--- src/sv/gradient_noise_2d_assert.svh ---
`ifndef GRADIENT_NOISE_2D_ASSERT_SVH
`define GRADIENT_NOISE_2D_ASSERT_SVH
// Concurrent assertion macros for the gradient noise block.
// Each use expects i_clk and i_rst_n in scope.

`define GN2_ASSERT_ALWAYS(lbl, cond, msg) \
    lbl: assert property (@(posedge i_clk) disable iff (!i_rst_n) (cond)) else $error(msg);

`define GN2_ASSERT_NEVER(lbl, cond, msg) \
    lbl: assert property (@(posedge i_clk) disable iff (!i_rst_n) !(cond)) else $error(msg);

`define GN2_ASSERT_IMPLY(lbl, ante, cons, msg) \
    lbl: assert property (@(posedge i_clk) disable iff (!i_rst_n) (ante) |-> (cons)) \
        else $error(msg);

`endif

--- src/sv/gn2_pkg.sv ---
`timescale 1ns / 1ps
// gn2_pkg: shared constants, types and width helpers of the gradient noise block.
// No dependencies.
package gn2_pkg;

    localparam int COORD_W       = 24;
    localparam int CELL_W        = 7;
    localparam int GRAD_BITS     = 14;
    localparam int GRAD_W        = GRAD_BITS + 1;
    localparam int NOISE_W       = 16;
    localparam int NOISE_MAX     = 2 ** (NOISE_W - 1) - 1;
    localparam int NOISE_MIN     = -(2 ** (NOISE_W - 1));

    localparam int GRID_SIZE_DEF = 128;
    localparam int FRAC_BITS_DEF = 8;
    localparam int MID_DEPTH_DEF = 8;
    localparam int OUT_DEPTH_DEF = 16;

    localparam logic CMD_LOAD = 1'b0;
    localparam logic CMD_EVAL = 1'b1;

    typedef logic signed [GRAD_W-1:0]  t_grad;
    typedef logic signed [NOISE_W-1:0] t_noise;

    function automatic int addr_width(input int grid);
        return $clog2(grid * grid);
    endfunction

    function automatic int mid_width(input int grid, input int frac);
        return 1 + 4 * addr_width(grid) + 2 * frac + 2 * GRAD_W;
    endfunction

endpackage

--- src/sv/gn2_fifo.sv ---
`timescale 1ns / 1ps
`include "gradient_noise_2d_assert.svh"
// gn2_fifo: small register queue with combinational head read.
// Depends on gn2_pkg for defaults.
module gn2_fifo
    import gn2_pkg::*;
#(
    parameter int WIDTH = NOISE_W,
    parameter int DEPTH = OUT_DEPTH_DEF
) (
    input  logic             i_clk,
    input  logic             i_rst_n,
    input  logic             i_push,
    input  logic [WIDTH-1:0] i_data,
    input  logic             i_pop,
    output logic             o_empty,
    output logic [WIDTH-1:0] o_data
);

    localparam int PW   = $clog2(DEPTH);
    localparam int CNTW = $clog2(DEPTH + 1);

    logic [WIDTH-1:0] r_mem [DEPTH];
    logic [PW-1:0]    r_wr;
    logic [PW-1:0]    r_rd;
    logic [CNTW-1:0]  r_count;
    logic [PW-1:0]    n_wr;
    logic [PW-1:0]    n_rd;
    logic [CNTW-1:0]  n_count;

    always_comb begin
        n_wr    = r_wr;
        n_rd    = r_rd;
        n_count = r_count + CNTW'(i_push) - CNTW'(i_pop);
        if (i_push) begin
            n_wr = (r_wr == PW'(DEPTH - 1)) ? '0 : r_wr + 1'b1;
        end
        if (i_pop) begin
            n_rd = (r_rd == PW'(DEPTH - 1)) ? '0 : r_rd + 1'b1;
        end
    end

    always_ff @(posedge i_clk) begin
        if (!i_rst_n) begin
            r_wr    <= '0;
            r_rd    <= '0;
            r_count <= '0;
        end else begin
            r_wr    <= n_wr;
            r_rd    <= n_rd;
            r_count <= n_count;
        end
    end

    always_ff @(posedge i_clk) begin
        if (i_push) begin
            r_mem[r_wr] <= i_data;
        end
    end

    assign o_empty = (r_count == '0);
    assign o_data  = r_mem[r_rd];

    `GN2_ASSERT_NEVER(a_fifo_overflow, i_push && r_count == CNTW'(DEPTH), "queue overflow")
    `GN2_ASSERT_IMPLY(a_fifo_underflow, i_pop, r_count != '0, "pop from empty queue")

endmodule

--- config.mk ---
export PLATFORM = sky130hd
export DESIGN_NAME = gn2_fifo
export DESIGN_NICKNAME = d
export VERILOG_FILES = /design/src/sv/gn2_pkg.sv /design/src/sv/gn2_fifo.sv
export VERILOG_INCLUDE_DIRS = /design/src /design/src/sv
export SDC_FILE = /design/constraint.sdc
export NUM_CORES = 1
export LEC_CHECK = 0
export BUFFER_PORTS_ARGS = -buffer_cell sky130_fd_sc_hd__buf_4
export CAP_MARGIN = 20
export CORE_UTILIZATION = 55
export CTS_BUF_LIST = sky130_fd_sc_hd__clkbuf_4
export CTS_CLUSTER_SIZE = 12
export DETAILED_ROUTE_END_ITERATION = 16
export GPL_ROUTABILITY_DRIVEN = 0
export PLACE_DENSITY = 0.72
export SYNTH_ARGS = -nofsm -noshare
export SYNTH_HDL_FRONTEND = slang
export SYNTH_SLANG_ARGS = --single-unit
--- constraint.sdc ---
create_clock -name i_clk -period 2.24 [get_ports i_clk]
set_input_delay 0.224 -clock i_clk [delete_from_list [all_inputs] [get_ports i_clk]]
set_output_delay 0.224 -clock i_clk [all_outputs]
set_load 0.1 [all_outputs]
==> results.md <==
- Maximum number of pins on one net before global-route repair: 17
- Fmax achieved: approximately 370 MHz
- Proportion of power drawn by the clock network: between 30% and 40%
- Leading post-synthesis cells by instance count: sky130_fd_sc_hd__edfxtp_1 (256), sky130_fd_sc_hd__mux4_2 (42), sky130_fd_sc_hd__a22oi_1 (32)
- Cell types occupying the most area after synthesis: sky130_fd_sc_hd__edfxtp_1 (73%), sky130_fd_sc_hd__mux4_2 (8.9%), sky130_fd_sc_hd__mux4_1 (5.5%)
- Final critical path time including I/O delays and setup: approximately 2.7 ns
- Switching Fraction: 24.7%
- Power density over cell area: about 860 nW/um^2
- Setup repair after global routing missed its margin: true
- VDD IR max: between 0.7 and 0.8 mV
- Global-route wire length before repair: around 34 mm
- Area inside the core boundary: 18800 um^2
- Layout net count: 685
- Category of the most critical setup path: flip-flop to primary output
- Critical Path Start Type: flip-flop
- Count of final max-slew check failures: 0
- Syn-to-layout area delta: 24.4%
- Share of post-route cells with drive strength above 1: between 40% and 50%
- Total of buffers placed on input and output ports: 36
- Mapped Nets: between 500 and 600
- Clock tree root driver cell: sky130_fd_sc_hd__clkbuf_4
- Mapped cell area: 10600 um^2
- Total net switching power: around 0.0028 W
- Worst clock skew: a little under 0.04 ns
- Count of routing violations after the opening detailed-route iteration: around 540
- Via count of the routed design: approximately 5700
- TritonCTS buffer count: 69
- Relative slew slack: between 60% and 70%
- DPL Wire Length: 12.6 mm
- Static power due to leakage: around 4.5 nW
- Number of global-route vias before repair: a little under 6000
- Number of cell instances on the worst register-to-register path: 10
- Worst-Skew Late Latency: roughly 0.7 ns
- Sequential cell area fraction in the yosys report: about 76%
- Actual transition at the worst max-transition pin: 0.508 ns
- Average size of a mapped cell: approximately 21 um^2
- Post-Route WL: 23.2 mm
- Dominant cell by count in the synthesized netlist: sky130_fd_sc_hd__edfxtp_1
- Worst Path Max Fanout: 4
- Final cell area excluding filler cells: roughly 13000 um^2
- Placed cell count: 780
- Worst hold stages: 2
- Initial Utilization: a little under three fifths
- DR WL/cell: 24.7 um
- Portion of total power attributed to sequential cells: approximately half
- Minimum hold slack: approximately 0.38 ns
- GRT Resource Usage Total: 24.2%
- Number of cell rows: 50
- Cell-internal power: approximately 0.0085 W
- Number of instances in the synthesized netlist: about 500
- Combined flip-flop and latch cell area: 8040 um^2
- TritonCTS Sinks: approximately 270
- Hold crit path type: input port to flip-flop
- Flop and latch count out of synthesis: between 200 and 300
- Violated checks: setup timing
- Share of total power in combinational logic: 12.9%
- DP Area: 11500 um^2
- Final setup violation count: 16
- Most used DFF post-synth: sky130_fd_sc_hd__edfxtp_1
- Antenna violation net count after detailed routing: 0
- Total design power: between 0.01 and 0.015 W
- CP arrival: about 2.5 ns
- Area of the multi-input gates: ~2500 um^2
- Proportion of netlist area held by the largest area contributor: between 70% and 80%
- Number of synthesis warnings: 0
- First-pass detailed-route iteration total: 5
- Die width: between 100 and 150 um
- Post-synth EDFFs: 256
- CTS tree: built
- Largest area contributor in the netlist: sky130_fd_sc_hd__edfxtp_1
- Boundary Pins: 37
- Data required time at the worst endpoint: 2.02 ns
- Die Height: between 100 and 150 um
- Max-cap violations: 0
- Share of async-settable or async-resettable flops after synthesis: 0%
- Number of buffers between clock root and the deepest sink: 3
- Final cycle utilization of the critical path: 121%
- Grt total ovfl: 0
- Clock-pin slew of the registers on the worst-case setup and hold paths: ~0.07 ns
- Number of antenna violations at the first check in global routing: 1
- Result of the run: finished with violations
- Routed via count divided by cell count: 6.03
- Nature of the critical path endpoint: primary output
- Distinct cell type count after synthesis: 32
- Worst setup margin: -0.476 ns
- Floorplan die area: slightly below 20000 um^2
- Non-filler cells in the finished layout: 939
- Number of hold violations in the final report: 0
- Filler cell count in the final layout: around 1100
- Residual DRC: 0
- Total number of H-tree levels: 3
## state kept, by name, summed over array words and instances, names as in the netlist, named ones only
register,flops
r_count,5
r_mem,256
r_rd,4
r_wr,4
## final timing paths
path	start	endpoint	slack, ns
setup / recovery	flip-flop	o_data[3]	-0.48
hold / removal	i_data[14]	r_mem[12][14]	0.38
setup reg to reg	r_count[0]	r_count[4]	0.13
hold reg to reg	r_wr[0]	r_wr[3]	0.54
## logic make-up after synthesis
kind of cell / share of synthesized area [%]
xor+xnor: 0.331
simple gates: 3.38
fa+ha+maj: 1.49
mux: 14.7
flops: 75.7
compound gates: 2.83
buf+inv: 1.58
## layout by cell type (no fill, tap or decap), types with 4 or more instances in the layout
cell type,count
sky130_fd_sc_hd__nor2b_1,5
sky130_fd_sc_hd__o21ai_0,5
sky130_fd_sc_hd__clkinv_1,14
sky130_fd_sc_hd__buf_6,4
sky130_fd_sc_hd__buf_16,7
sky130_fd_sc_hd__mux4_2,56
sky130_fd_sc_hd__nand3_1,4
sky130_fd_sc_hd__a22oi_2,22
sky130_fd_sc_hd__nand2_1,8
sky130_fd_sc_hd__clkbuf_4,103
sky130_fd_sc_hd__a22oi_1,10
sky130_fd_sc_hd__ha_1,11
sky130_fd_sc_hd__dlygate4sd3_1,19
sky130_fd_sc_hd__dfxtp_1,14
sky130_fd_sc_hd__edfxtp_1,256
sky130_fd_sc_hd__buf_12,33
sky130_fd_sc_hd__and2_1,24
sky130_fd_sc_hd__nand2_2,13
sky130_fd_sc_hd__buf_4,43
sky130_fd_sc_hd__inv_1,10
sky130_fd_sc_hd__mux4_1,8
## routing by layer
metal	GRT usage [%]	part of all wire (%)	wire length (um)
met3	6.18	8.3	1920
met2	38.7	49	11400
met1	31.6	40	9210
met5	0	0	0
met4	11.3	2.5	590
## power groups by stage
stage | Sequential (W) | Combinational, W | Clock [W]
after floorplan | 0.00581 | 0.000865 | 0
after global placement | 0.00583 | 0.00113 | 0
after detailed placement | 0.00584 | 0.00117 | 0
after CTS | 0.00573 | 0.00139 | 0.00420
after global routing | 0.00573 | 0.00155 | 0.00447
final | 0.00573 | 0.00146 | 0.00414
## worst max-delay path, cell delays in order, from the launching register on
cell                      delay [ns]
sky130_fd_sc_hd__dfxtp_4        0.38
sky130_fd_sc_hd__buf_4          0.14
sky130_fd_sc_hd__buf_4          0.12
sky130_fd_sc_hd__mux4_1         0.56
sky130_fd_sc_hd__a22oi_1        0.28
sky130_fd_sc_hd__nand2_2        0.15
sky130_fd_sc_hd__buf_12         0.20
## through the flow
step,util [%],setup slack (ns),TNS [ns]
CTS,69.6,-0.427,-6.17
finish,70.3,-0.476,-5.90
detailed placement,61.4,0.107,0
floorplan,-,0.126,0
global route,70.3,-0.619,-7.37
global placement,61.4,0.210,0
## area by class of cell
type / instances / area share (%)
tap: 234 / 2.22
antenna: 1 / 0.0190
clock inverter: 19 / 0.749
multi-input combinational: 192 / 19.1
inverter: 10 / 0.285
sequential: 273 / 60.9
timing repair buffer: 107 / 10.9
clock buffer: 103 / 5.86
## timing repair
| action | 4_1_cts | 5_1_grt |
|---|---|---|
| hold buffers | 19 | 0 |
| hold endpoints to repair | 273 | 0 |
| buffers inserted | 9 | 1 |
| pin swaps | 12 | 8 |
| cloned | 7 | 1 |
| endpoints found under the setup margin | 16 | 17 |
| gates resized for setup | 63 | 39 |
Power figures use the tool's default switching activity.
