`config.mk`:
```
export PLATFORM = sky130hd
export DESIGN_NAME = gn2_front
export DESIGN_NICKNAME = d
export VERILOG_FILES = /design/src/sv/gn2_pkg.sv /design/src/sv/gn2_front.sv
export VERILOG_INCLUDE_DIRS = /design/src /design/src/sv
export SDC_FILE = /design/constraint.sdc
export NUM_CORES = 1
export LEC_CHECK = 0
export BUFFER_PORTS_ARGS = -buffer_cell sky130_fd_sc_hd__buf_4
export CAP_MARGIN = 20
export CORE_UTILIZATION = 57
export CTS_BUF_LIST = sky130_fd_sc_hd__clkbuf_2
export DETAILED_ROUTE_END_ITERATION = 12
export GPL_TIMING_DRIVEN = 0
export PLACE_DENSITY = 0.88
export SLEW_MARGIN = 15
export SYNTH_ARGS = -nofsm -noshare
export SYNTH_HDL_FRONTEND = slang
export SYNTH_SLANG_ARGS = --single-unit
```
`constraint.sdc`:
```
create_clock -name i_clk -period 5.8 [get_ports i_clk]
set_input_delay 0.58 -clock i_clk [delete_from_list [all_inputs] [get_ports i_clk]]
set_output_delay 0.58 -clock i_clk [all_outputs]
set_load 0.01 [all_outputs]
```
`src/sv/gradient_noise_2d_assert.svh`:
```
`ifndef GRADIENT_NOISE_2D_ASSERT_SVH
`define GRADIENT_NOISE_2D_ASSERT_SVH
// Concurrent assertion macros for the gradient noise block.
// Each use expects i_clk and i_rst_n in scope.

`define GN2_ASSERT_ALWAYS(lbl, cond, msg) \
    lbl: assert property (@(posedge i_clk) disable iff (!i_rst_n) (cond)) else $error(msg);

`define GN2_ASSERT_NEVER(lbl, cond, msg) \
    lbl: assert property (@(posedge i_clk) disable iff (!i_rst_n) !(cond)) else $error(msg);

`define GN2_ASSERT_IMPLY(lbl, ante, cons, msg) \
    lbl: assert property (@(posedge i_clk) disable iff (!i_rst_n) (ante) |-> (cons)) \
        else $error(msg);

`endif

```
`src/sv/gn2_pkg.sv`:
```
`timescale 1ns / 1ps
// gn2_pkg: shared constants, types and width helpers of the gradient noise block.
// No dependencies.
package gn2_pkg;

    localparam int COORD_W       = 24;
    localparam int CELL_W        = 7;
    localparam int GRAD_BITS     = 14;
    localparam int GRAD_W        = GRAD_BITS + 1;
    localparam int NOISE_W       = 16;
    localparam int NOISE_MAX     = 2 ** (NOISE_W - 1) - 1;
    localparam int NOISE_MIN     = -(2 ** (NOISE_W - 1));

    localparam int GRID_SIZE_DEF = 128;
    localparam int FRAC_BITS_DEF = 8;
    localparam int MID_DEPTH_DEF = 8;
    localparam int OUT_DEPTH_DEF = 16;

    localparam logic CMD_LOAD = 1'b0;
    localparam logic CMD_EVAL = 1'b1;

    typedef logic signed [GRAD_W-1:0]  t_grad;
    typedef logic signed [NOISE_W-1:0] t_noise;

    function automatic int addr_width(input int grid);
        return $clog2(grid * grid);
    endfunction

    function automatic int mid_width(input int grid, input int frac);
        return 1 + 4 * addr_width(grid) + 2 * frac + 2 * GRAD_W;
    endfunction

endpackage

```
`src/sv/gn2_front.sv`:
```
`timescale 1ns / 1ps
`include "gradient_noise_2d_assert.svh"
// gn2_front: accepts items, splits coordinates, wraps cell indices by the grid size
// and forms the four corner addresses. Depends on gn2_pkg.
module gn2_front
    import gn2_pkg::*;
#(
    parameter int GRID_SIZE  = GRID_SIZE_DEF,
    parameter int FRAC_BITS  = FRAC_BITS_DEF,
    parameter int MID_DEPTH  = MID_DEPTH_DEF,
    localparam int MID_W     = mid_width(GRID_SIZE, FRAC_BITS)
) (
    input  logic               i_clk,
    input  logic               i_rst_n,
    input  logic               i_push,
    output logic               o_full,
    input  logic               i_command,
    input  logic [COORD_W-1:0] i_x_coord,
    input  logic [COORD_W-1:0] i_y_coord,
    input  logic [CELL_W-1:0]  i_cell_row,
    input  logic [CELL_W-1:0]  i_cell_col,
    input  t_grad              i_grad_x_value,
    input  t_grad              i_grad_y_value,
    input  logic               i_mid_pop,
    output logic               o_mid_push,
    output logic [MID_W-1:0]   o_mid_data
);

    localparam int CW  = COORD_W - FRAC_BITS;
    localparam int IW  = $clog2(GRID_SIZE);
    localparam int AW  = addr_width(GRID_SIZE);
    localparam int SH  = CW + IW + 1;
    localparam int RW  = CW + 3;
    localparam int PXW = CW + RW;
    localparam int QGW = CW + IW + 1;
    localparam int RCW = $clog2(MID_DEPTH + 1);
    localparam longint RECIP_L = ((longint'(1) << SH) / longint'(GRID_SIZE)) + longint'(1);
    localparam logic [RW-1:0] RECIP = RW'(RECIP_L);

    logic               r_s0_vld, r_s1_vld, r_s2_vld, r_s3_vld, r_s4_vld;
    logic               r_s0_op, r_s1_op, r_s2_op, r_s3_op, r_s4_op;
    logic [CW-1:0]      r_s0_vx, r_s0_vy, r_s1_vx, r_s1_vy, r_s2_vx, r_s2_vy;
    logic [PXW-1:0]     r_s1_px, r_s1_py;
    logic [CW-1:0]      r_s2_qgx, r_s2_qgy;
    logic [IW-1:0]      r_s3_rx, r_s3_rx1, r_s3_ry, r_s3_ry1;
    logic [AW-1:0]      r_s4_a00, r_s4_a10, r_s4_a01, r_s4_a11;
    logic [FRAC_BITS-1:0] r_s0_fx, r_s0_fy, r_s1_fx, r_s1_fy, r_s2_fx, r_s2_fy;
    logic [FRAC_BITS-1:0] r_s3_fx, r_s3_fy, r_s4_fx, r_s4_fy;
    t_grad              r_s0_gx, r_s0_gy, r_s1_gx, r_s1_gy, r_s2_gx, r_s2_gy;
    t_grad              r_s3_gx, r_s3_gy, r_s4_gx, r_s4_gy;
    logic [RCW-1:0]     r_mid_resv;
    logic [RCW-1:0]     n_mid_resv;

    logic               accept;
    logic [CW-1:0]      q_x, q_y;
    logic [QGW-1:0]     qg_x, qg_y;
    logic [CW-1:0]      diff_x, diff_y;
    logic [IW-1:0]      rem_x, rem_y;
    logic [AW-1:0]      base_y0, base_y1;

    assign o_full = (r_mid_resv == RCW'(MID_DEPTH));
    assign accept = i_push && !o_full;

    assign n_mid_resv = r_mid_resv + RCW'(accept) - RCW'(i_mid_pop);

    assign q_x  = CW'(r_s1_px >> SH);
    assign q_y  = CW'(r_s1_py >> SH);
    assign qg_x = QGW'(q_x) * QGW'(GRID_SIZE);
    assign qg_y = QGW'(q_y) * QGW'(GRID_SIZE);

    assign diff_x = r_s2_vx - r_s2_qgx;
    assign diff_y = r_s2_vy - r_s2_qgy;
    assign rem_x  = IW'(diff_x);
    assign rem_y  = IW'(diff_y);

    assign base_y0 = AW'(AW'(r_s3_ry) * AW'(GRID_SIZE));
    assign base_y1 = AW'(AW'(r_s3_ry1) * AW'(GRID_SIZE));

    always_ff @(posedge i_clk) begin
        if (!i_rst_n) begin
            r_s0_vld   <= 1'b0;
            r_s1_vld   <= 1'b0;
            r_s2_vld   <= 1'b0;
            r_s3_vld   <= 1'b0;
            r_s4_vld   <= 1'b0;
            r_mid_resv <= '0;
        end else begin
            r_s0_vld   <= accept;
            r_s1_vld   <= r_s0_vld;
            r_s2_vld   <= r_s1_vld;
            r_s3_vld   <= r_s2_vld;
            r_s4_vld   <= r_s3_vld;
            r_mid_resv <= n_mid_resv;
        end
    end

    always_ff @(posedge i_clk) begin
        r_s0_op <= i_command;
        if (i_command == CMD_EVAL) begin
            r_s0_vx <= i_x_coord[COORD_W-1:FRAC_BITS];
            r_s0_vy <= i_y_coord[COORD_W-1:FRAC_BITS];
        end else begin
            r_s0_vx <= CW'(i_cell_col);
            r_s0_vy <= CW'(i_cell_row);
        end
        r_s0_fx <= i_x_coord[FRAC_BITS-1:0];
        r_s0_fy <= i_y_coord[FRAC_BITS-1:0];
        r_s0_gx <= i_grad_x_value;
        r_s0_gy <= i_grad_y_value;

        r_s1_op <= r_s0_op;
        r_s1_px <= PXW'(r_s0_vx) * PXW'(RECIP);
        r_s1_py <= PXW'(r_s0_vy) * PXW'(RECIP);
        r_s1_vx <= r_s0_vx;
        r_s1_vy <= r_s0_vy;
        r_s1_fx <= r_s0_fx;
        r_s1_fy <= r_s0_fy;
        r_s1_gx <= r_s0_gx;
        r_s1_gy <= r_s0_gy;

        r_s2_op  <= r_s1_op;
        r_s2_qgx <= CW'(qg_x);
        r_s2_qgy <= CW'(qg_y);
        r_s2_vx  <= r_s1_vx;
        r_s2_vy  <= r_s1_vy;
        r_s2_fx  <= r_s1_fx;
        r_s2_fy  <= r_s1_fy;
        r_s2_gx  <= r_s1_gx;
        r_s2_gy  <= r_s1_gy;

        r_s3_op  <= r_s2_op;
        r_s3_rx  <= rem_x;
        r_s3_ry  <= rem_y;
        r_s3_rx1 <= (rem_x == IW'(GRID_SIZE - 1)) ? '0 : rem_x + 1'b1;
        r_s3_ry1 <= (rem_y == IW'(GRID_SIZE - 1)) ? '0 : rem_y + 1'b1;
        r_s3_fx  <= r_s2_fx;
        r_s3_fy  <= r_s2_fy;
        r_s3_gx  <= r_s2_gx;
        r_s3_gy  <= r_s2_gy;

        r_s4_op  <= r_s3_op;
        r_s4_a00 <= base_y0 + AW'(r_s3_rx);
        r_s4_a10 <= base_y0 + AW'(r_s3_rx1);
        r_s4_a01 <= base_y1 + AW'(r_s3_rx);
        r_s4_a11 <= base_y1 + AW'(r_s3_rx1);
        r_s4_fx  <= r_s3_fx;
        r_s4_fy  <= r_s3_fy;
        r_s4_gx  <= r_s3_gx;
        r_s4_gy  <= r_s3_gy;
    end

    assign o_mid_push = r_s4_vld;
    assign o_mid_data = {r_s4_op, r_s4_a00, r_s4_a10, r_s4_a01, r_s4_a11,
                         r_s4_fx, r_s4_fy, r_s4_gx, r_s4_gy};

    `GN2_ASSERT_ALWAYS(a_mid_resv_bound, r_mid_resv <= RCW'(MID_DEPTH), "mid queue overbooked")
    `GN2_ASSERT_IMPLY(a_cell_wrap, r_s2_vld, (int'(diff_x) < GRID_SIZE) && (int'(diff_y) < GRID_SIZE), "cell index not reduced")

endmodule

```
==> impl_metrics.json, run 1 <==
{
  "status": "finished clean",
  "r2r_start": "r_mid_resv[2]",
  "clock_skew_ps": 65.5,
  "synth_top_cell_by_area": "dfxtp_1",
  "die_y_um": 118,
  "fin_ws_ps": 3480,
  "rows": 41,
  "synth_edf_count": 0,
  "setup_viol_count_final": 0,
  "p_per_area_nw_per_um2": 414,
  "r2r-end": "r_mid_resv[2]",
  "portBuffers": 183,
  "min_period_ps": 2320,
  "cts_buffer_depth": 3,
  "yosysMostFrequentCell": "dfxtp_1",
  "startpoint_type": "flop",
  "htree_num_levels": 3,
  "yosysSeqAreaShare_pct": 89.4,
  "antennaDiodeCount": 0,
  "grt_pass1_vias": 4884,
  "synth-async-reset-ratio_pct": 0,
  "postSynthAreaPerCell_sq_um": 17.0,
  "synth_cell_type_count": 24,
  "crit_path_end": "o_full",
  "crit_start": "r_mid_resv[2]",
  "numCtsBuffers": 74,
  "dp_hpwl_mm": 8.02,
  "antenna_found_initial": 0,
  "drtIter0Drc": 179,
  "report.final.slew_viol_count": 0,
  "worst_ep_required_time_ps": 5220,
  "synthCells": 451,
  "synth_warnings": 0,
  "rsz0062_at_grt": "no",
  "leakage_uw": 0.00497,
  "synthTopCellsByCount": "dfxtp_1 (342), buf_4 (29), mux2_2 (14), nor2_1 (9)",
  "die_area_sq_um": 13900,
  "vias": 4295,
  "syn2layout_area_growth_pct": 38.3,
  "hold_viol_final": 0,
  "drc": 0,
  "cts_tree": "done",
  "maxCapViolCount": 0,
  "slew_headroom_pct": 80.8,
  "syn_nets": 556,
  "cts_num_sinks": 342,
  "synth_seq_cells": 342,
  "fillers": 661,
  "cp_max_fo": 3,
  "path_clk_slew_ps": 110,
  "ant_nets": 0,
  "whs_ps": 64.9,
  "finalSetupTns_ps": 0,
  "place_ws_ps": 3720,
  "ff2ff_path_depth": 10,
  "grt_pass1_wl_mm": 23.5,
  "r2r_setup_slack_ps": 3590,
  "nets": 882,
  "routed_wirelength_mm": 15.1,
  "core_area_sq_um": 12900,
  "synth_area_sq_um": 7660,
  "via_per_inst": 4.32,
  "clock.fmax_ghz": 0.431,
  "finalPower_uw": 4390,
  "start_util_pct": 59.5,
  "final.period_utilization_pct": 40.0,
  "layout-drive-gt1-share_pct": 41.7,
  "grt_max_degree": 11,
  "first_pass_iters": 4,
  "max_slew.worst_pin.slew_ps": 286,
  "cts-resized-gates": 0,
  "irDropWorstVdd_mv": 0.341,
  "ys.flop_type": "dfxtp_1",
  "synth_area_leaders": "dfxtp_1 (89%), buf_4 (2.8%), mux2_2 (2.1%)",
  "ctsRootBufferMaster": "clkbuf_2",
  "cp-end-kind": "output pin",
  "track_usage_pct": 22.7,
  "clk-insertion-delay-late_ps": 800,
  "wl_per_cell_um": 15.2,
  "finalWeightedCongestion": 0.769,
  "crit_type": "reg -> out",
  "synth_top_area_share_pct": 89.4,
  "die_x_um": 118,
  "hp-class": "in -> reg",
  "grt_overflow": 0,
  "ioPinCount": 202,
  "arrival_ps": 1740
}
-- critical path, stage by stage, from the launching register on --
cell	delay (ps)
dfxtp_1	340
inv_1	60
ha_1	210
nand2_1	110
inv_1	70
buf_4	140
-- layout by cell type (no fill, tap or decap), drive strengths merged --
cell type / netlist / layout
bufinv: 0 / 3
xor2: 7 / 7
xnor2: 2 / 2
and3: 1 / 1
or3: 1 / 1
and2: 7 / 7
dlygate4sd3: 0 / 67
mux2i: 1 / 1
o31ai: 1 / 1
nand2: 7 / 7
a21oi: 2 / 2
nand3: 7 / 7
inv: 5 / 7
o21ai: 2 / 2
buf: 30 / 213
clkbuf: 0 / 109
ha: 7 / 7
fa: 1 / 1
nor2b: 2 / 2
mux2: 14 / 14
a21o: 1 / 1
nand2b: 1 / 1
clkinv: 0 / 7
a22oi: 1 / 1
nor2: 9 / 9
dfxtp: 342 / 342
-- layer usage --
metal | share of wire [%] | GRT usage [%] | up-vias
met2 | 59 | 44.8 | 191
li1 | - | - | 2072
met1 | 31 | 17.8 | 1986
met5 | 0 | 0 | -
met4 | 4.3 | 15.8 | 0
met3 | 6.3 | 7.80 | 46
-- logic make-up after synthesis --
logic type               synth area share (%)
buffers and inverters                    3.15
AO/OA/AOI/OAI                           0.555
flip-flops                               89.4
adder cells (fa/ha/maj)                  1.40
AND/OR/NAND/NOR                          2.29
XOR/XNOR                                 1.03
multiplexers                             2.19
-- worst min path at each step --
stage,start,to,slack [ps],cells past startpoint
final,i_rst_n,r_mid_resv[1],60,2
after global routing,i_y_coord[12],r_s0_vy[4],3,2
after CTS,i_y_coord[10],r_s0_vy[2],2,2
after detailed placement,r_s0_fx[5],r_s1_fx[5],310,0
after global placement,r_s0_fy[5],r_s1_fy[5],310,0
after floorplan,r_s0_fx[0],r_s1_fx[0],310,0
-- registers in the layout (all words and copies together), names as in the netlist, 15 cells and up --
name and count:
r_s4_gx 15, r_s3_gy 15, r_s2_gx 15, r_s0_gy 15, r_s3_gx 15, r_s2_gy 15
r_s4_gy 15, r_s0_gx 15, r_s1_gy 15, r_s1_gx 15
-- what timing repair did --
action / in CTS / in global routing
hold buffers: 66 / 1
endpoints found under the hold margin: 57 / 1
buffers inserted: 0 / 0
-- report_power, final --
part	internal [uW]	switching [uW]
sequential	2510	60.3
combinational	210	143
clock	625	837
total	3350	1040
-- through the flow --
stage	cell area, sq um	util, %	cells
2_1_floorplan	7660	-	451
3_3_place_gp	9250	71.8	806
3_5_place_dp	9250	71.8	806
4_1_cts	10600	82.2	993
5_1_grt	10600	82.2	994
6_report	10600	82.2	994
-- cell type report --
type                            count  area, sq um  area share [%]
Clock inverter                     12          125            1.18
Clock buffer                      109          546            5.15
Tap cell                          172          215            2.03
Buffer                             30          223            2.10
Inverter                            5         18.8           0.177
Sequential cell                   342         6850            64.7
Timing Repair Buffer              250         2040            19.3
Multi-Input combinational cell     74          572            5.40
No activity file was read; power rests on OpenSTA's default activity.
==> inputs of run 2 (changes only) <==
--- a/config.mk
+++ b/config.mk
@@ -6,13 +6,14 @@
 export SDC_FILE = /design/constraint.sdc
 export NUM_CORES = 1
 export LEC_CHECK = 0
+export ABC_AREA = 1
 export BUFFER_PORTS_ARGS = -buffer_cell sky130_fd_sc_hd__buf_4
 export CAP_MARGIN = 20
-export CORE_UTILIZATION = 57
+export CORE_UTILIZATION = 48
 export CTS_BUF_LIST = sky130_fd_sc_hd__clkbuf_2
 export DETAILED_ROUTE_END_ITERATION = 12
 export GPL_TIMING_DRIVEN = 0
-export PLACE_DENSITY = 0.88
+export PLACE_DENSITY = 0.8
 export SLEW_MARGIN = 15
 export SYNTH_ARGS = -nofsm -noshare
 export SYNTH_HDL_FRONTEND = slang
==> constraint.sdc (replaced) <==
create_clock -name i_clk -period 2.07 [get_ports i_clk]
set_input_delay 0.207 -clock i_clk [delete_from_list [all_inputs] [get_ports i_clk]]
set_output_delay 0.207 -clock i_clk [all_outputs]
set_load 0.01 [all_outputs]
==> run 2 against run 1 <==
Compared with the run above:
- utilization shrank 9.9 points
- sequential power grew to 2.8 times the previous value
- total power increased to 2.8 times the previous value
- synthesized cell count rose by 4.4%
- clock skew shrank 1.3 ps
- critical endpoint is now r_mid_resv[1]
- highest routed layer unchanged
- sequential share of layout area is 3.3 points lower
- design area rose by 5.4%
- global-route usage shrank 5.1 points
- first-iteration DRC count shrank 37%
- cell count increased by 12%
- combinational power rose to 2.9 times the previous value
==> impl_metrics.json, run 2 <==
{
  "ys.flop_type": "dfxtp_1",
  "p_comb_share_pct": 8.5,
  "clkPwrFrac_pct": 33.1,
  "grt_max_degree": 12,
  "holdCritStartpoint": "i_grad_y_value[2]",
  "ant_nets": 0,
  "hp-class": "in -> reg",
  "die_area_sq_um": 16500,
  "first_pass_iters": 4,
  "cts_tree": "done",
  "synth_cell_type_count": 19,
  "routed_wirelength_mm": 13.8,
  "synth_area_leaders": "dfxtp_1 (89%), buf_4 (2.8%), mux2_2 (2.0%)",
  "path_clk_slew_ps": 140,
  "r2r-end": "r_mid_resv[1]",
  "p_sw_uw": 2970,
  "fillers": 1000,
  "die_x_um": 129,
  "report.final.slew_viol_count": 0,
  "wl_met2_mm": 7.57,
  "slew_headroom_pct": 75.2,
  "vias": 4405,
  "layout-drive-gt1-share_pct": 39.2,
  "track_usage_pct": 17.5,
  "clk-insertion-delay-late_ps": 800,
  "leakage_uw": 0.00524,
  "cts_buffer_depth": 3,
  "status": "finished clean",
  "grt_pass1_vias": 4946,
  "arrival_ps": 2680,
  "nets": 948,
  "maxCapViolCount": 0,
  "crit_path_max_incr_delay_ps": 400,
  "met1Wirelength_mm": 4.99,
  "worst_path_max_delay_cell": "fa_1",
  "hold_viol_final": 0,
  "post_dp_cell_area_sq_um": 9330,
  "min_period_ps": 1960,
  "critPathTopFamily": "adder cells",
  "synth_area_sq_um": 7690,
  "rows": 45,
  "cp_max_fo": 2,
  "wl_met3_um": 896,
  "core_area_sq_um": 15400,
  "post_cts_buffers": 0,
  "fin_ws_ps": 111,
  "clock_skew_ps": 64.1,
  "r2r_start": "r_mid_resv[2]",
  "ff2ff_path_depth": 10,
  "rsz0062_at_grt": "yes",
  "drtIter0Drc": 112,
  "antenna_found_initial": 1,
  "fin_area_sq_um": 11200,
  "yosysMostFrequentCell": "dfxtp_1",
  "ctsRootBufferMaster": "clkbuf_2",
  "synth_top_area_share_pct": 89.0,
  "max_slew.worst_pin.slew_ps": 372,
  "critPathBufInv": 4,
  "die_y_um": 129,
  "crit_chain": "inv_1 -> ha_2 -> inv_2 -> o31ai_2 -> ha_1 -> inv_1 -> ha_2 -> fa_1 -> nand2_1 -> inv_1",
  "yosysSeqAreaShare_pct": 89.0,
  "finalSetupTns_ps": 0,
  "cp-end-kind": "flop",
  "synth-async-reset-ratio_pct": 0,
  "r2r_setup_slack_ps": 110,
  "synth_warnings": 0,
  "irDropWorstVdd_mv": 0.737,
  "layout_commonest_cell": "dfxtp_1",
  "finalWeightedCongestion": 0.702,
  "start_util_pct": 49.9,
  "wl_per_cell_um": 12.4,
  "grt_overflow": 0,
  "synth_top_cell_by_area": "dfxtp_1",
  "synth_edf_count": 0,
  "setup_viol_count_final": 0,
  "numCtsBuffers": 77,
  "cts_num_sinks": 342,
  "synth_seq_cells": 342,
  "final.period_utilization_pct": 94.6,
  "grt_pass1_wl_mm": 21.9,
  "ioPinCount": 202,
  "via_per_inst": 3.96,
  "switching_share_pct": 24.1,
  "hold_depth": 2,
  "synthTopCellsByCount": "dfxtp_1 (342), buf_4 (29), nand2_1 (19), inv_1 (17), nor2_1 (17)",
  "min_to": "r_s0_gy[2]",
  "drc": 0,
  "portBuffers": 182,
  "cpMostUsedCell": "inv_1",
  "place_ws_ps": 20.6,
  "p_seq_share_pct": 58.5,
  "layout_common_cells": "dfxtp_1 (342), buf_4 (211), dlygate4sd3_1 (111)",
  "maxUsedRoutingLayer": "met4",
  "clock.fmax_ghz": 0.510,
  "syn_nets": 576,
  "p_int_uw": 9350,
  "crit_type": "reg -> reg",
  "dp_hpwl_mm": 7.28,
  "syn2layout_area_growth_pct": 45.1,
  "startpoint_type": "flop",
  "p_per_area_nw_per_um2": 1100,
  "htree_num_levels": 3,
  "worst_ep_required_time_ps": 2790,
  "synthCells": 471,
  "postSynthAreaPerCell_sq_um": 16.3
}
[run 2: cell count changes after synthesis, sizes merged, moves of 2 or more]
| cell | before | now |
|---|---|---|
| and2 | 7 | 0 |
| xor2 | 7 | 5 |
| nor2b | 2 | 0 |
| inv | 5 | 17 |
| nand2 | 7 | 19 |
| nand3b | 0 | 2 |
| nor2 | 9 | 17 |
[run 2: logic make-up after synthesis]
family,Yosys count,share of synthesized area [%]
AO/OA/AOI/OAI,5,0.390
XOR/XNOR,7,0.797
adder cells (fa/ha/maj),8,1.40
buffers and inverters,48,3.85
flip-flops,342,89.0
multiplexers,14,2.05
AND/OR/NAND/NOR,47,2.54
[run 2: layout make-up]
class | instances | area, sq um | area share, %
flip-flops and latches | 342 | 6850 | 61.3
repair buffers | 293 | 2480 | 22.2
multi-input cells | 81 | 567 | 5.08
clock buffers | 109 | 546 | 4.89
well taps | 211 | 264 | 2.36
plain buffers | 31 | 233 | 2.08
clock inverters | 26 | 164 | 1.47
inverters | 17 | 63.8 | 0.572
diodes | 1 | 2.50 | 0.0224
[run 2: worst max-delay path by stage]
stage	to	depth (start not counted)	slack [ps]	startpoint
2_1_floorplan	r_mid_resv[1]	10	230	r_mid_resv[2]
3_3_place_gp	r_mid_resv[1]	10	170	r_mid_resv[2]
3_5_place_dp	r_mid_resv[1]	10	20	r_mid_resv[2]
4_1_cts	r_mid_resv[1]	10	20	r_mid_resv[2]
5_1_grt	r_mid_resv[1]	10	-8	r_mid_resv[2]
6_report	r_mid_resv[1]	10	110	r_mid_resv[2]
[run 2: worst register-to-register path: stages, from the launching register on]
cell and delay [ps]:
dfxtp_1 310, inv_1 80, ha_2 180, inv_2 40, o31ai_2 210, ha_1 280
inv_1 90, ha_2 190, fa_1 400, nand2_1 70, inv_1 40
[run 2: metal layers]
metal,vias to the layer above,track usage [%]
li1,2234,-
met5,-,0
met1,1979,16.0
met3,32,6.15
met2,160,33.0
met4,0,10.9
[run 2: per-stage QoR]
step           cells  util (%)  hold slack, ps  power [uW]
2_1_floorplan    471         -             235        7700
3_5_place_dp     864      60.4             312        8180
3_3_place_gp     864      60.4             309        8100
4_1_cts         1110      72.2           0.601       12400
6_report        1111      72.4            66.5       12300
5_1_grt         1111      72.4            2.04       13000
[run 2: repair_timing]
item | CTS | global route
resized for setup | 0 | 5
setup endpoints to repair | 0 | 3
hold buffers | 111 | 0
endpoints found under the hold margin | 70 | 0
[run 2: power groups by stage]
| stage | clock, uW | combinational, uW | sequential (uW) |
|---|---|---|---|
| 5_1_grt | 4660 | 1140 | 7250 |
| 4_1_cts | 4160 | 1020 | 7190 |
| 6_report | 4080 | 1040 | 7200 |
| 3_5_place_dp | 0 | 844 | 7340 |
| 3_3_place_gp | 0 | 791 | 7310 |
| 2_1_floorplan | 0 | 351 | 7340 |
==> inputs of run 3 (changes only) <==
--- a/config.mk
+++ b/config.mk
@@ -14,6 +14,9 @@
 export DETAILED_ROUTE_END_ITERATION = 12
 export GPL_TIMING_DRIVEN = 0
 export PLACE_DENSITY = 0.8
+export RECOVER_POWER = 100
+export REMOVE_ABC_BUFFERS = 1
+export SKIP_CTS_REPAIR_TIMING = 1
 export SLEW_MARGIN = 15
 export SYNTH_ARGS = -nofsm -noshare
 export SYNTH_HDL_FRONTEND = slang
==> run 3 against run 2 <==
Compared with the run above:
- via count fell by 4.7%
- largest power group unchanged
- critical endpoint is now r_mid_resv[2]
- clock-buffer cell count is 9 higher
- routed wire length down 7.5%
==> impl_metrics.json, run 3 (synthesis gave the netlist of run 2 again) <==
{
  "antennaDiodeCount": 0,
  "path_clk_slew_ps": 100,
  "routed_wirelength_mm": 12.8,
  "track_usage_pct": 13.2,
  "report.final.slew_viol_count": 0,
  "cp_max_fo": 2,
  "worst_path_max_delay_cell": "fa_2",
  "nets": 892,
  "die_y_um": 129,
  "hold_viol_final": 0,
  "worst_ep_required_time_ps": 2690,
  "portBuffers": 183,
  "leakage_uw": 0.00462,
  "fillers": 1208,
  "vias": 4198,
  "irDropWorstVdd_mv": 0.967,
  "die_x_um": 129,
  "numCtsBuffers": 77,
  "clk-insertion-delay-late_ps": 740,
  "cpMostUsedCell": "inv_1",
  "rows": 45,
  "ant_nets": 0,
  "clock_skew_ps": 27.5,
  "final.period_utilization_pct": 96.7,
  "grt_pass1_vias": 4000,
  "critPathTopFamily": "adder cells",
  "crit_type": "reg -> reg",
  "dp_hpwl_mm": 7.51,
  "cts_num_sinks": 342,
  "antenna_found_initial": 0,
  "finalSetupTns_ps": 0,
  "ctsRootBufferMaster": "clkbuf_2",
  "finish.utilization_pct": 66.9,
  "htree_num_levels": 3,
  "slew_headroom_pct": 50.3,
  "p_per_area_nw_per_um2": 1180,
  "start_util_pct": 49.9,
  "setup_viol_count_final": 0,
  "whs_ps": 114,
  "die_area_sq_um": 16500,
  "grt_max_degree": 16,
  "crit_chain": "inv_1 -> ha_1 -> inv_1 -> o31ai_4 -> ha_1 -> inv_1 -> ha_4 -> fa_2 -> xnor2_1 -> nor2_1",
  "hp-class": "in -> reg",
  "startpoint_type": "flop",
  "status": "finished clean",
  "syn2layout_area_growth_pct": 34.1,
  "via_per_inst": 3.99,
  "placed_cells": 834,
  "arrival_ps": 2620,
  "core_area_sq_um": 15400,
  "grt_pass1_wl_mm": 16.6,
  "cts_buffer_depth": 3,
  "wl_per_cell_um": 12.1,
  "min_period_ps": 2000,
  "layout_commonest_cell": "dfxtp_1",
  "cts_tree": "done",
  "max_slew.worst_pin.slew_ps": 746,
  "clock.fmax_ghz": 0.500,
  "first_pass_iters": 4,
  "stdcell_count": 1053,
  "ioPinCount": 202,
  "layout-drive-gt1-share_pct": 25.9,
  "maxCapViolCount": 0,
  "cp-end-kind": "flop",
  "finalWeightedCongestion": 0.653,
  "drtIter0Drc": 88,
  "grt_overflow": 0,
  "crit_path_max_incr_delay_ps": 340,
  "layout_common_cells": "dfxtp_1 (342), clkbuf_2 (118), clkbuf_1 (105)",
  "drc": 0,
  "critPathBufInv": 3
}
## run 3: cell types whose count changed in the layout (fill, tap and decap cells not counted), moves of 2 or more
cell / delta
ha_2: -2
clkbuf_2: +9
inv_2: -3
clkbuf_1: +104
clkinv_2: -4
dlygate4sd3_1: -26
buf_4: -179
clkinvlp_4: -2
clkbuf_4: +46
clkinv_1: -3
## run 3: worst paths after layout
| check | from | endpoint | slack (ps) | cells after the start |
|---|---|---|---|---|
| max | r_mid_resv[2] | r_mid_resv[2] | 70 | 10 |
| min reg2reg | r_s3_ry[6] | r_s4_a00[13] | 310 | 0 |
| min | i_grad_x_value[11] | r_s0_gx[11] | 110 | 2 |
| max reg2reg | r_mid_resv[2] | r_mid_resv[2] | 70 | 10 |
## run 3: area by class of cell
class / instances / area (sq um) / area share, %
multi-input combinational: 81 / 581 / 5.63
inverter: 17 / 63.8 / 0.619
tap: 211 / 264 / 2.56
clock inverter: 16 / 140 / 1.36
clock buffer: 118 / 591 / 5.72
timing repair buffer: 268 / 1830 / 17.7
sequential: 342 / 6850 / 66.4
## run 3: stage by stage
step / area, sq um / worst slack [ps] / power (uW)
global route: 10300 / -67.5 / 12800
detailed placement: 9100 / 38.9 / 8120
finish: 10300 / 69.1 / 12100
CTS: 9830 / 39.7 / 12200
global placement: 9100 / 163 / 8040
floorplan: 7460 / 226 / 7620
## run 3: report_power, final
part | switching [uW] | internal [uW] | leakage (uW)
Clock | 2250 | 1870 | 0.000558
Sequential | 173 | 7030 | 0.00288
Combinational | 401 | 418 | 0.00118
## run 3: per-layer routing
layer | track usage, % | up-vias | wire (um) | share of wire, %
met4 | 9.55 | 0 | 259 | 2.0
met3 | 5.78 | 22 | 690 | 5.4
met5 | 0 | - | 0 | 0
met2 | 24.4 | 136 | 7330 | 57
met1 | 11.2 | 1925 | 4500 | 35
li1 | - | 2115 | - | -
